$ cat src/rtl/mts_pkg.sv
// Types and constants shared by the move-to-target stepper modules.
package mts_pkg;

    localparam int COORD_W    = 24;
    localparam int OFF_W      = 25;
    localparam int SPEED_W    = 16;
    localparam int THR_W      = 32;
    localparam int PROD_W     = 50;
    localparam int ROOT_W     = 25;
    localparam int SQREM_W    = 27;
    localparam int QUO_W      = 16;
    localparam int SQRT_ITERS = 25;
    localparam int CNT_W      = 5;

    localparam logic [THR_W-1:0] THR_RESET = 32'd65536;
    localparam logic [CNT_W-1:0] SQRT_LAST = CNT_W'(SQRT_ITERS - 1);
    localparam logic [CNT_W-1:0] DIV_LAST  = CNT_W'(QUO_W - 1);

    typedef enum logic [1:0] {
        MODE_PLACE = 2'd0,
        MODE_AIM   = 2'd1,
        MODE_TICK  = 2'd2
    } mode_t;

    typedef enum logic [3:0] {
        DP_NOP,
        DP_LOAD,
        DP_OFFSET,
        DP_SQ_X,
        DP_SQ_Y,
        DP_SQ_SUM,
        DP_CMP,
        DP_MOVE,
        DP_STEP_SPECIAL,
        DP_SQRT_INIT,
        DP_SQRT_STEP,
        DP_MUL_SPEED,
        DP_DIV_INIT,
        DP_DIV_STEP,
        DP_DIV_END,
        DP_PUBLISH
    } dp_op_t;

    typedef struct packed {
        dp_op_t op;
        logic   axis_y;
    } dp_cmd_t;

    typedef struct packed {
        logic near;
        logic ox_zero;
    } dp_sts_t;

endpackage

$ cat src/rtl/mts_datapath.sv
// Datapath: position, goal and step state, shared multiplier, sqrt and divide steps.
module mts_datapath (
    input  logic                           aclk,
    input  logic                           aresetn,
    input  mts_pkg::dp_cmd_t               cmd,
    output mts_pkg::dp_sts_t               sts,
    input  logic                           cfg_wr_en,
    input  logic [mts_pkg::THR_W-1:0]      cfg_wr_data,
    input  logic [1:0]                     s_mode,
    input  logic signed [mts_pkg::COORD_W-1:0] s_coord_x,
    input  logic signed [mts_pkg::COORD_W-1:0] s_coord_y,
    input  logic [mts_pkg::SPEED_W-1:0]    s_speed,
    output logic signed [mts_pkg::COORD_W-1:0] m_pos_x,
    output logic signed [mts_pkg::COORD_W-1:0] m_pos_y,
    output logic signed [mts_pkg::COORD_W-1:0] m_step_x,
    output logic signed [mts_pkg::COORD_W-1:0] m_step_y,
    output logic                           m_arrived
);
    import mts_pkg::*;

    logic [COORD_W-1:0] pos_x_reg, pos_y_reg, goal_x_reg, goal_y_reg;
    logic [COORD_W-1:0] delta_x_reg, delta_y_reg;
    logic [THR_W-1:0]   thr_reg;

    logic [SPEED_W-1:0] speed_reg;
    logic [OFF_W-1:0]   ax_reg, ay_reg;
    logic               sx_reg, sy_reg, ox_zero_reg, oy_zero_reg;
    logic [PROD_W-1:0]  prod_reg, acc_reg, sq_n_reg;
    logic [SQREM_W-1:0] sq_rem_reg;
    logic [ROOT_W-1:0]  root_reg, div_rem_reg;
    logic [QUO_W-1:0]   div_lo_reg, quo_reg;
    logic               arrived_reg;

    logic [COORD_W-1:0] out_pos_x_reg, out_pos_y_reg, out_step_x_reg, out_step_y_reg;
    logic               out_arrived_reg;

    logic [OFF_W-1:0]   ox, oy, ax, ay;
    logic [OFF_W-1:0]   mul_a, mul_b;
    logic [PROD_W-1:0]  product;
    logic [SQREM_W+1:0] sq_shift, sq_trial, sq_diff;
    logic               sq_ge;
    logic [ROOT_W:0]    div_t, div_d, div_diff;
    logic               div_ge;
    logic [COORD_W-1:0] step_mag;

    function automatic logic [COORD_W-1:0] apply_sign(input logic neg,
                                                      input logic [COORD_W-1:0] mag);
        apply_sign = neg ? (COORD_W'(0) - mag) : mag;
    endfunction

    assign ox = {goal_x_reg[COORD_W-1], goal_x_reg} - {pos_x_reg[COORD_W-1], pos_x_reg};
    assign oy = {goal_y_reg[COORD_W-1], goal_y_reg} - {pos_y_reg[COORD_W-1], pos_y_reg};
    assign ax = ox[OFF_W-1] ? (OFF_W'(0) - ox) : ox;
    assign ay = oy[OFF_W-1] ? (OFF_W'(0) - oy) : oy;

    always_comb begin
        unique case (cmd.op)
            DP_SQ_Y: begin
                mul_a = ay_reg;
                mul_b = ay_reg;
            end
            DP_MUL_SPEED: begin
                mul_a = cmd.axis_y ? ay_reg : ax_reg;
                mul_b = OFF_W'(speed_reg);
            end
            default: begin
                mul_a = ax_reg;
                mul_b = ax_reg;
            end
        endcase
    end

    assign product = PROD_W'(mul_a) * PROD_W'(mul_b);

    assign sq_shift = {sq_rem_reg, sq_n_reg[PROD_W-1 -: 2]};
    assign sq_trial = {2'b00, root_reg, 2'b01};
    assign sq_ge    = sq_shift >= sq_trial;
    assign sq_diff  = sq_shift - sq_trial;

    assign div_t    = {div_rem_reg, div_lo_reg[QUO_W-1]};
    assign div_d    = {1'b0, root_reg};
    assign div_ge   = div_t >= div_d;
    assign div_diff = div_t - div_d;

    assign step_mag = COORD_W'(quo_reg);

    assign sts.near    = acc_reg <= PROD_W'(thr_reg);
    assign sts.ox_zero = ox_zero_reg;

    always_ff @(posedge aclk) begin
        if (!aresetn) begin
            pos_x_reg   <= '0;
            pos_y_reg   <= '0;
            goal_x_reg  <= '0;
            goal_y_reg  <= '0;
            delta_x_reg <= '0;
            delta_y_reg <= '0;
            thr_reg     <= THR_RESET;
        end else begin
            if (cfg_wr_en) begin
                thr_reg <= cfg_wr_data;
            end
            unique case (cmd.op)
                DP_LOAD: begin
                    if (s_mode == MODE_PLACE) begin
                        pos_x_reg <= s_coord_x;
                        pos_y_reg <= s_coord_y;
                    end else if (s_mode == MODE_AIM) begin
                        goal_x_reg <= s_coord_x;
                        goal_y_reg <= s_coord_y;
                    end
                end
                DP_MOVE: begin
                    pos_x_reg <= pos_x_reg + delta_x_reg;
                    pos_y_reg <= pos_y_reg + delta_y_reg;
                end
                DP_STEP_SPECIAL: begin
                    delta_x_reg <= '0;
                    delta_y_reg <= oy_zero_reg ? '0
                                               : apply_sign(sy_reg, COORD_W'(speed_reg));
                end
                DP_DIV_END: begin
                    if (cmd.axis_y) begin
                        delta_y_reg <= apply_sign(sy_reg, step_mag);
                    end else begin
                        delta_x_reg <= apply_sign(sx_reg, step_mag);
                    end
                end
                default: begin
                end
            endcase
        end
    end

    always_ff @(posedge aclk) begin
        unique case (cmd.op)
            DP_LOAD: begin
                if (s_mode == MODE_AIM) begin
                    speed_reg <= s_speed;
                end
            end
            DP_OFFSET: begin
                ax_reg      <= ax;
                ay_reg      <= ay;
                sx_reg      <= ox[OFF_W-1];
                sy_reg      <= oy[OFF_W-1];
                ox_zero_reg <= (ox == '0);
                oy_zero_reg <= (oy == '0);
            end
            DP_SQ_X: begin
                prod_reg <= product;
            end
            DP_SQ_Y: begin
                acc_reg  <= prod_reg;
                prod_reg <= product;
            end
            DP_SQ_SUM: begin
                acc_reg <= acc_reg + prod_reg;
            end
            DP_CMP: begin
                arrived_reg <= sts.near;
            end
            DP_SQRT_INIT: begin
                sq_n_reg   <= acc_reg;
                sq_rem_reg <= '0;
                root_reg   <= '0;
            end
            DP_SQRT_STEP: begin
                sq_n_reg   <= {sq_n_reg[PROD_W-3:0], 2'b00};
                sq_rem_reg <= sq_ge ? sq_diff[SQREM_W-1:0] : sq_shift[SQREM_W-1:0];
                root_reg   <= {root_reg[ROOT_W-2:0], sq_ge};
            end
            DP_MUL_SPEED: begin
                prod_reg <= product;
            end
            DP_DIV_INIT: begin
                div_rem_reg <= prod_reg[QUO_W +: ROOT_W];
                div_lo_reg  <= prod_reg[QUO_W-1:0];
                quo_reg     <= '0;
            end
            DP_DIV_STEP: begin
                div_rem_reg <= div_ge ? div_diff[ROOT_W-1:0] : div_t[ROOT_W-1:0];
                div_lo_reg  <= {div_lo_reg[QUO_W-2:0], 1'b0};
                quo_reg     <= {quo_reg[QUO_W-2:0], div_ge};
            end
            DP_PUBLISH: begin
                out_pos_x_reg   <= pos_x_reg;
                out_pos_y_reg   <= pos_y_reg;
                out_step_x_reg  <= delta_x_reg;
                out_step_y_reg  <= delta_y_reg;
                out_arrived_reg <= arrived_reg;
            end
            default: begin
            end
        endcase
    end

    assign m_pos_x   = out_pos_x_reg;
    assign m_pos_y   = out_pos_y_reg;
    assign m_step_x  = out_step_x_reg;
    assign m_step_y  = out_step_y_reg;
    assign m_arrived = out_arrived_reg;

endmodule

$ cat src/rtl/mts_ctrl.sv
// Controller: sequences place, aim and tick through the datapath and owns the handshakes.
module mts_ctrl (
    input  logic             aclk,
    input  logic             aresetn,
    input  logic             s_valid,
    output logic             s_ready,
    input  logic [1:0]       s_mode,
    output logic             m_valid,
    input  logic             m_ready,
    output mts_pkg::dp_cmd_t cmd,
    input  mts_pkg::dp_sts_t sts
);
    import mts_pkg::*;

    typedef enum logic [3:0] {
        S_IDLE,
        S_OFF,
        S_SQX,
        S_SQY,
        S_SUM,
        S_CMP,
        S_MOVE,
        S_SPECIAL,
        S_SQRT_INIT,
        S_SQRT,
        S_MUL,
        S_DIV_INIT,
        S_DIV,
        S_DIV_END,
        S_DONE
    } state_t;

    state_t           state_reg, state_next;
    logic [1:0]       mode_reg, mode_next;
    logic             pass2_reg, pass2_next;
    logic             axis_reg, axis_next;
    logic [CNT_W-1:0] cnt_reg, cnt_next;
    logic             m_valid_reg, m_valid_next;
    logic             publish;

    assign s_ready    = (state_reg == S_IDLE);
    assign m_valid    = m_valid_reg;
    assign publish    = (state_reg == S_DONE) && (!m_valid_reg || m_ready);

    always_comb begin
        state_next = state_reg;
        mode_next  = mode_reg;
        pass2_next = pass2_reg;
        axis_next  = axis_reg;
        cnt_next   = cnt_reg;
        cmd.op     = DP_NOP;
        cmd.axis_y = axis_reg;

        unique case (state_reg)
            S_IDLE: begin
                if (s_valid) begin
                    cmd.op     = DP_LOAD;
                    mode_next  = s_mode;
                    pass2_next = 1'b0;
                    axis_next  = 1'b0;
                    state_next = S_OFF;
                end
            end
            S_OFF: begin
                cmd.op     = DP_OFFSET;
                state_next = S_SQX;
            end
            S_SQX: begin
                cmd.op     = DP_SQ_X;
                state_next = S_SQY;
            end
            S_SQY: begin
                cmd.op     = DP_SQ_Y;
                state_next = S_SUM;
            end
            S_SUM: begin
                cmd.op     = DP_SQ_SUM;
                state_next = S_CMP;
            end
            S_CMP: begin
                cmd.op = DP_CMP;
                priority if (mode_reg == MODE_TICK && !pass2_reg && !sts.near) begin
                    state_next = S_MOVE;
                end else if (mode_reg == MODE_AIM) begin
                    state_next = sts.ox_zero ? S_SPECIAL : S_SQRT_INIT;
                end else begin
                    state_next = S_DONE;
                end
            end
            S_MOVE: begin
                cmd.op     = DP_MOVE;
                pass2_next = 1'b1;
                state_next = S_OFF;
            end
            S_SPECIAL: begin
                cmd.op     = DP_STEP_SPECIAL;
                state_next = S_DONE;
            end
            S_SQRT_INIT: begin
                cmd.op     = DP_SQRT_INIT;
                cnt_next   = SQRT_LAST;
                state_next = S_SQRT;
            end
            S_SQRT: begin
                cmd.op = DP_SQRT_STEP;
                if (cnt_reg == '0) begin
                    state_next = S_MUL;
                end else begin
                    cnt_next = cnt_reg - 1'b1;
                end
            end
            S_MUL: begin
                cmd.op     = DP_MUL_SPEED;
                state_next = S_DIV_INIT;
            end
            S_DIV_INIT: begin
                cmd.op     = DP_DIV_INIT;
                cnt_next   = DIV_LAST;
                state_next = S_DIV;
            end
            S_DIV: begin
                cmd.op = DP_DIV_STEP;
                if (cnt_reg == '0) begin
                    state_next = S_DIV_END;
                end else begin
                    cnt_next = cnt_reg - 1'b1;
                end
            end
            S_DIV_END: begin
                cmd.op = DP_DIV_END;
                if (!axis_reg) begin
                    axis_next  = 1'b1;
                    state_next = S_MUL;
                end else begin
                    state_next = S_DONE;
                end
            end
            S_DONE: begin
                if (publish) begin
                    cmd.op     = DP_PUBLISH;
                    state_next = S_IDLE;
                end
            end
            default: begin
                state_next = S_IDLE;
            end
        endcase

        if (publish) begin
            m_valid_next = 1'b1;
        end else if (m_ready) begin
            m_valid_next = 1'b0;
        end else begin
            m_valid_next = m_valid_reg;
        end
    end

    always_ff @(posedge aclk) begin
        if (!aresetn) begin
            state_reg   <= S_IDLE;
            mode_reg    <= '0;
            pass2_reg   <= 1'b0;
            axis_reg    <= 1'b0;
            cnt_reg     <= '0;
            m_valid_reg <= 1'b0;
        end else begin
            state_reg   <= state_next;
            mode_reg    <= mode_next;
            pass2_reg   <= pass2_next;
            axis_reg    <= axis_next;
            cnt_reg     <= cnt_next;
            m_valid_reg <= m_valid_next;
        end
    end

endmodule

$ cat src/rtl/move_to_target_stepper.sv
// Top level of the move-to-target stepper: controller plus datapath.
// Aim time is set by the 25-step square root and two 16-step divides on one unit.
// One item at a time; the input is ready again in the same cycle that its result becomes valid.
// Synchronous active-low reset clears position, goal, step and control; threshold = 65536.
module move_to_target_stepper (
    input  logic                               aclk,
    input  logic                               aresetn,
    input  logic                               cfg_wr_en,
    input  logic [mts_pkg::THR_W-1:0]          cfg_wr_data,
    input  logic                               s_valid,
    output logic                               s_ready,
    input  logic [1:0]                         s_mode,
    input  logic signed [mts_pkg::COORD_W-1:0] s_coord_x,
    input  logic signed [mts_pkg::COORD_W-1:0] s_coord_y,
    input  logic [mts_pkg::SPEED_W-1:0]        s_speed,
    output logic                               m_valid,
    input  logic                               m_ready,
    output logic signed [mts_pkg::COORD_W-1:0] m_pos_x,
    output logic signed [mts_pkg::COORD_W-1:0] m_pos_y,
    output logic signed [mts_pkg::COORD_W-1:0] m_step_x,
    output logic signed [mts_pkg::COORD_W-1:0] m_step_y,
    output logic                               m_arrived
);
    import mts_pkg::*;

    dp_cmd_t cmd;
    dp_sts_t sts;

    mts_ctrl u_ctrl (
        .aclk    (aclk),
        .aresetn (aresetn),
        .s_valid (s_valid),
        .s_ready (s_ready),
        .s_mode  (s_mode),
        .m_valid (m_valid),
        .m_ready (m_ready),
        .cmd     (cmd),
        .sts     (sts)
    );

    mts_datapath u_dp (
        .aclk        (aclk),
        .aresetn     (aresetn),
        .cmd         (cmd),
        .sts         (sts),
        .cfg_wr_en   (cfg_wr_en),
        .cfg_wr_data (cfg_wr_data),
        .s_mode      (s_mode),
        .s_coord_x   (s_coord_x),
        .s_coord_y   (s_coord_y),
        .s_speed     (s_speed),
        .m_pos_x     (m_pos_x),
        .m_pos_y     (m_pos_y),
        .m_step_x    (m_step_x),
        .m_step_y    (m_step_y),
        .m_arrived   (m_arrived)
    );

endmodule

$ cat config.mk
export PLATFORM = sky130hd
export DESIGN_NAME = move_to_target_stepper
export DESIGN_NICKNAME = d
export VERILOG_FILES = /design/src/rtl/mts_pkg.sv /design/src/rtl/mts_datapath.sv /design/src/rtl/mts_ctrl.sv /design/src/rtl/move_to_target_stepper.sv
export SDC_FILE = /design/constraint.sdc
export NUM_CORES = 2
export LEC_CHECK = 0
export ABC_AREA = 1
export BUFFER_PORTS_ARGS = -buffer_cell sky130_fd_sc_hd__buf_4
export CAP_MARGIN = 20
export CORE_MARGIN = 5
export CORE_UTILIZATION = 25
export CTS_CLUSTER_SIZE = 25
export DETAILED_ROUTE_END_ITERATION = 12
export PLACE_DENSITY = 0.4
export REMOVE_ABC_BUFFERS = 1
export SYNTH_ARGS = -nofsm -noshare
export SYNTH_HDL_FRONTEND = slang
export SYNTH_SLANG_ARGS = --single-unit
$ cat constraint.sdc
create_clock -name aclk -period 8.9 [get_ports aclk]
set_input_delay 0 -clock aclk [delete_from_list [all_inputs] [get_ports aclk]]
set_output_delay 0 -clock aclk [all_outputs]
set_load 0.05 [all_outputs]
# Word-level counts from Yosys, hierarchy flattened
# Cells that the tools add are included.
# W data, S select, Z words.
dict set report word_totals {
  reg_bits 617
  input_bits 103
  out_inout_bits 99
}
dict set report classes {
  n_addsub 12
  multipliers 1
  magnitude_cmp 3
  n_eq_ne 40
  muxes 45
  bitwise 1
  n_reduce_logical 33
}
# op n
set op_table {}
lappend op_table {{$mux W24} 10}
lappend op_table {{$pmux W25 S2} 4}
lappend op_table {{$pmux W50 S2} 2}
lappend op_table {{$pmux W24 S2} 4}
lappend op_table {{$pmux W4 S15} 2}
lappend op_table {{$pmux W16 S2} 2}
lappend op_table {{$eq A4 B4 Y1 const B} 15}
lappend op_table {{$pmux W27 S2} 1}
lappend op_table {{$add A50 B50 Y50} 1}
lappend op_table {{$le A50 B32 Y1} 1}
lappend op_table {{$logic_not A25 Y1} 2}
lappend op_table {{$mul A25 B25 Y50} 1}
lappend op_table {{$mux W25} 2}
lappend op_table {{$sub A1 B25 Y25 const A} 2}
lappend op_table {{$sub A24 B24 Y25} 2}
lappend op_table {{$add A24 B24 Y24} 2}
lappend op_table {{$sub A1 B16 Y17 const A} 2}
lappend op_table {{$eq A4 B3 Y1 const B} 8}
lappend op_table {{$mux W4} 8}
lappend op_table {{$ge A29 B27 Y1} 1}
lappend op_table {{$mux W27} 1}
lappend op_table {{$sub A27 B27 Y27} 1}
lappend op_table {{$ge A26 B25 Y1} 1}
lappend op_table {{$sub A25 B25 Y25} 1}
lappend op_table {{26 further kinds} 59}

# Longest topological paths before layout
dict set report logic_depth {
  ltp_word 8
  depth_mapped 41
}

# Modules after synthesis
# Synthesis repeated with hierarchy kept, for this count alone.
dict set report unflattened {
  hier_cells 7915
  hier_area_um2 59856.2
}
# mod n_inst cells_per_inst area_each_um2 seq_area_each_um2
set by_module_without_submodules {}
lappend by_module_without_submodules {mts_datapath 1 7757 58909.0 15645.0}
lappend by_module_without_submodules {mts_ctrl 1 158 947.2 280.3}

# Worst setup path after synthesis
# No wires, ideal clock.
dict set report synth_path {
  path_type {reg-to-reg}
  start {reg u_ctrl.state_reg[1]}
  end {reg u_dp.prod_reg[37] (data pin)}
  setup_time_ns 0.260
  arrival_ns 6.879
  required_time_ns 8.640
  slack_ns 1.762
  path_stages_with_launch 36
  path_buffers 3
  cell_sequence {dfxtp_1 > inv_2 > nor2_2 > inv_2 > nor2_8 > buf_6 > inv_4 > buf_6 > o311ai_2 > nand2_2 > inv_2 > buf_4 > nand2_1 > fa_1 > fa_1 > inv_1 > fa_1 > inv_1 > fa_1 > inv_1 > fa_1 > fa_1 > inv_1 > fa_1 > inv_1 > ha_1 > a21oi_1 > inv_1 > a21oi_1 > o21ai_0 > or3_1 > nand2_1 > nand2_1 > nand3_1 > nand2_1 > xor2_1}
}
dict set report synth_via {
  elab_chain_cells 7
}
# item line
set synth_rtl {}
lappend synth_rtl {{start: declaration} mts_ctrl.sv:33} ;# state_t state_reg, state_next;
lappend synth_rtl {{start signal: assignment} mts_ctrl.sv:167} ;# state_reg <= state_next;
lappend synth_rtl {{$eq A4 B4 Y1} {mts_ctrl.sv:43, mts_ctrl.sv:54}}
lappend synth_rtl {{$logic_and A1 B1 Y1} mts_ctrl.sv:43} ;# assign publish = (state_reg == S_DONE) && (!m_valid_reg || m_ready);
lappend synth_rtl {{$mux W4} mts_ctrl.sv:139} ;# if (publish) begin
lappend synth_rtl {{$pmux W4 S15 *} mts_ctrl.sv:54} ;# unique case (state_reg)
lappend synth_rtl {{$eq A4 B4 Y1 / $eq A4 B3 Y1 (equally long branches)} mts_datapath.sv:57} ;# unique case (cmd.op)
lappend synth_rtl {{$pmux W25 S2} mts_datapath.sv:57}
lappend synth_rtl {{$mul A25 B25 Y50 *} mts_datapath.sv:73} ;# assign product = PROD_W'(mul_a) * PROD_W'(mul_b);
lappend synth_rtl {{net u_dp.product[37]} mts_datapath.sv:39} ;# logic [PROD_W-1:0] product;
lappend synth_rtl {{end signal: assignment} mts_datapath.sv:151} ;# prod_reg <= product;
lappend synth_rtl {{end signal: assignment} mts_datapath.sv:155} ;# prod_reg <= product;
lappend synth_rtl {{end signal: assignment} mts_datapath.sv:174} ;# prod_reg <= product;
lappend synth_rtl {{end: declaration} mts_datapath.sv:28} ;# logic [PROD_W-1:0] prod_reg, acc_reg, sq_n_reg;
# The timed path passes the listed nets; every way through them passes the cells marked *.
# A chain may end at the register's enable or synchronous reset.

# Worst setup path after layout
dict set report layout_path {
  start {reg u_ctrl.state_reg[0]}
  end {reg u_dp.prod_reg[44] (data pin)}
}
# Same word-level chain as after synthesis.

==> results_dict.tcl <==
set metrics [dict create \
    worstPathRequired_ps 9310 \
    min_period_over_period 0.9629 \
    core-area_sq_mm 0.2303 \
    worstPathMaxFanout 21 \
    ff2ff_path_depth 31 \
    cpMaxStageDelayCell "fa_1" \
    start_util 0.2516 \
    setup_viol_count_final 0 \
    ys_seq_elements 589 \
    hold_class "in -> reg" \
    finish.net_count 8706 \
    yosys.area_share.xor_xnor 0.02672 \
    status "completed" \
    die_width_um 491.5 \
    holdPathEnd "u_dp.speed_reg[0]" \
    clockRootBuffer "clkbuf_16" \
    slowest_delay_ps 550 \
    place_hpwl_um 174200 \
    maxCapViolCount 0 \
    synth_flop_cell "edfxtp_1" \
    ant_nets 0 \
    fmax_mhz 116.7 \
    setup.worst_path.start_class "flop" \
    drive_gt1_frac 0.08723 \
    cts_max_path_buffers 3 \
    worstReg2RegEnd "u_dp.prod_reg[44]" \
    area_growth_pct 16.21 \
    r2r_slack_ps 330 \
    overflow 0 \
    synth_area_leaders "edfxtp_1 (21%), fa_1 (18%), nand2_1 (9.7%)" \
    rr_startpoint "u_ctrl.state_reg[0]" \
    ys_seq_area_frac 0.2748 \
    wl_per_cell_um 20.02 \
    io_buffers 201 \
    die_area_sq_mm 0.2416 \
    drt_iter0_markers 3200 \
    die_h_um 491.5 \
    cts_buffers 76 \
    min_from "s_speed[0]" \
    wirelength_um 215000 \
    critPathArrivalTime_ps 8980 \
    yosys.area_share.simple 0.2068 \
    routed_via_density 4.603 \
    hold_ws_ps 90.08 \
    critPathCaptureType "flop" \
    synth.most_common_cell "nand2_1" \
    grt_usage 0.1742 \
    placedInstanceArea_sq_mm 0.06317 \
    critPathKind "reg -> reg" \
    netlist_instances 7303 \
    grt_pass1_wl_um 323800 \
    ys_warn_count 0 \
    max_slew.worst_pin.slew_ps 1062 \
    synth_top_family_by_area "adder cells" \
    relSlewSlack 0.2914 \
    finalHoldViolCount 0 \
    netlist_top_cells_count "nand2_1 (1494), inv_1 (1287), nor2_1 (883)" \
    cts_sinks 589 \
    period_minus_slack_ps 8570 \
    first_pass_iters 9 \
    hold_depth 2 \
    ios 202 \
    antenna_found_initial 4 \
    fp-row-count 176 \
    crit_buf_inv 9 \
    layout_setup_ws_ps 330.4 \
    fillers 24950 \
    syn_area_per_cell_sq_um 7.937 \
    synth-edff-count 413 \
    grt_pass1_vias 50800 \
    synthAdderAreaFrac 0.2740 \
    synthArstFlopShare 0 \
    cts_max_level 3 \
    yosysTopAreaCellShare 0.2140 \
    multi_input_area_sq_mm 0.03602 \
    yosys.area.top_type "edfxtp_1" \
    vias 49450 \
    drcViolationCount 0 \
    skew_ps 43.41 \
    cts_tree "built" \
    synth_compound_area_frac 0.1124 \
    synth.area.mux_share 0 \
    crit_family "adder cells" \
    rsz0062_at_grt "no" \
    slew_viol_final 0 \
    seqCellArea_sq_mm 0.01593 \
    place.gp.congestion 0.9030 \
    utilization 0.2924 \
    grt_max_degree 73 \
    synth_area_sq_mm 0.05796 \
    yosysUniqueCellTypes 72 \
    clk_latency_ps 690 \
    cts.clk_slew.worst_paths_ps 60 \
    place_ws_ps -19.98 \
    fin_area_sq_mm 0.06736 \
]
## cell type report
cell class	instances	share of cell area
clock buffers	103	0.03126
clock inverters	37	0.005257
flip-flops and latches	589	0.2364
multi-input cells	5164	0.5348
repair buffers	490	0.06130
well taps	3026	0.05621
inverters	1332	0.07466
diodes	2	0.00007430
## stage by stage
step | TNS (ps) | std cells
4_1_cts | 0 | 10730
2_1_floorplan | 0 | 7085
5_1_grt | 0 | 10740
3_3_place_gp | -49.54 | 10430
3_5_place_dp | -19.98 | 10430
6_report | 0 | 10740
## layout by cell type, fill, tap and decap left out, drive strengths merged, types with 31 or more instances in the layout
cell / netlist / routed
nor3: 46 / 46
o211ai: 52 / 52
inv: 1325 / 1325
nand2: 1535 / 1535
buf: 129 / 330
edfxtp: 413 / 413
clkbuf: 89 / 103
ha: 418 / 418
xor2: 120 / 120
a31oi: 41 / 41
nor2: 930 / 930
fa: 532 / 532
a21oi: 453 / 453
o21ai: 440 / 440
dfxtp: 176 / 176
or2: 43 / 43
clkinv: 7 / 31
xnor2: 56 / 56
dlygate4sd3: 0 / 160
nand4: 62 / 62
nand3: 236 / 236
## what timing repair did
| action | CTS | global route |
|---|---|---|
| buffers inserted | 0 | 8 |
| resized for setup | 1 | 14 |
| endpoints found under the hold margin | 163 | 0 |
| pin swaps | 0 | 0 |
| cloned | 0 | 0 |
| hold buffers | 160 | 0 |
| endpoints found under the setup margin | 2 | 23 |
## kinds of logic (layout without fill, tap and decap cells)
logic type	count (synthesis)	after routing
simple gates	2894	2894
buf+inv	1550	1962
compound gates	1144	1144
fa+ha+maj	950	950
flops	589	589
xor+xnor	176	176
other cells	0	2
## worst max path at each step
stage,startpoint,to,slack (ps),cells past startpoint
floorplan,u_ctrl.axis_reg,u_dp.prod_reg[37],1170,29
global route,u_ctrl.state_reg[0],u_dp.prod_reg[44],9,31
global placement,u_ctrl.state_reg[2],u_dp.prod_reg[31],-40,31
detailed placement,u_ctrl.state_reg[2],u_dp.prod_reg[32],-20,33
finish,u_ctrl.state_reg[0],u_dp.prod_reg[44],330,31
CTS,u_ctrl.state_reg[3],u_dp.prod_reg[32],20,34
## routing by layer
layer,GRT usage,wire [um]
met1,0.2357,99310
met2,0.2938,100700
met3,0.02288,9220
met4,0.04476,5837
met5,0,13
Power is left out: the tool's default activity adds up to more than one toggle a clock period on the data nets, which glitch-free logic cannot reach.
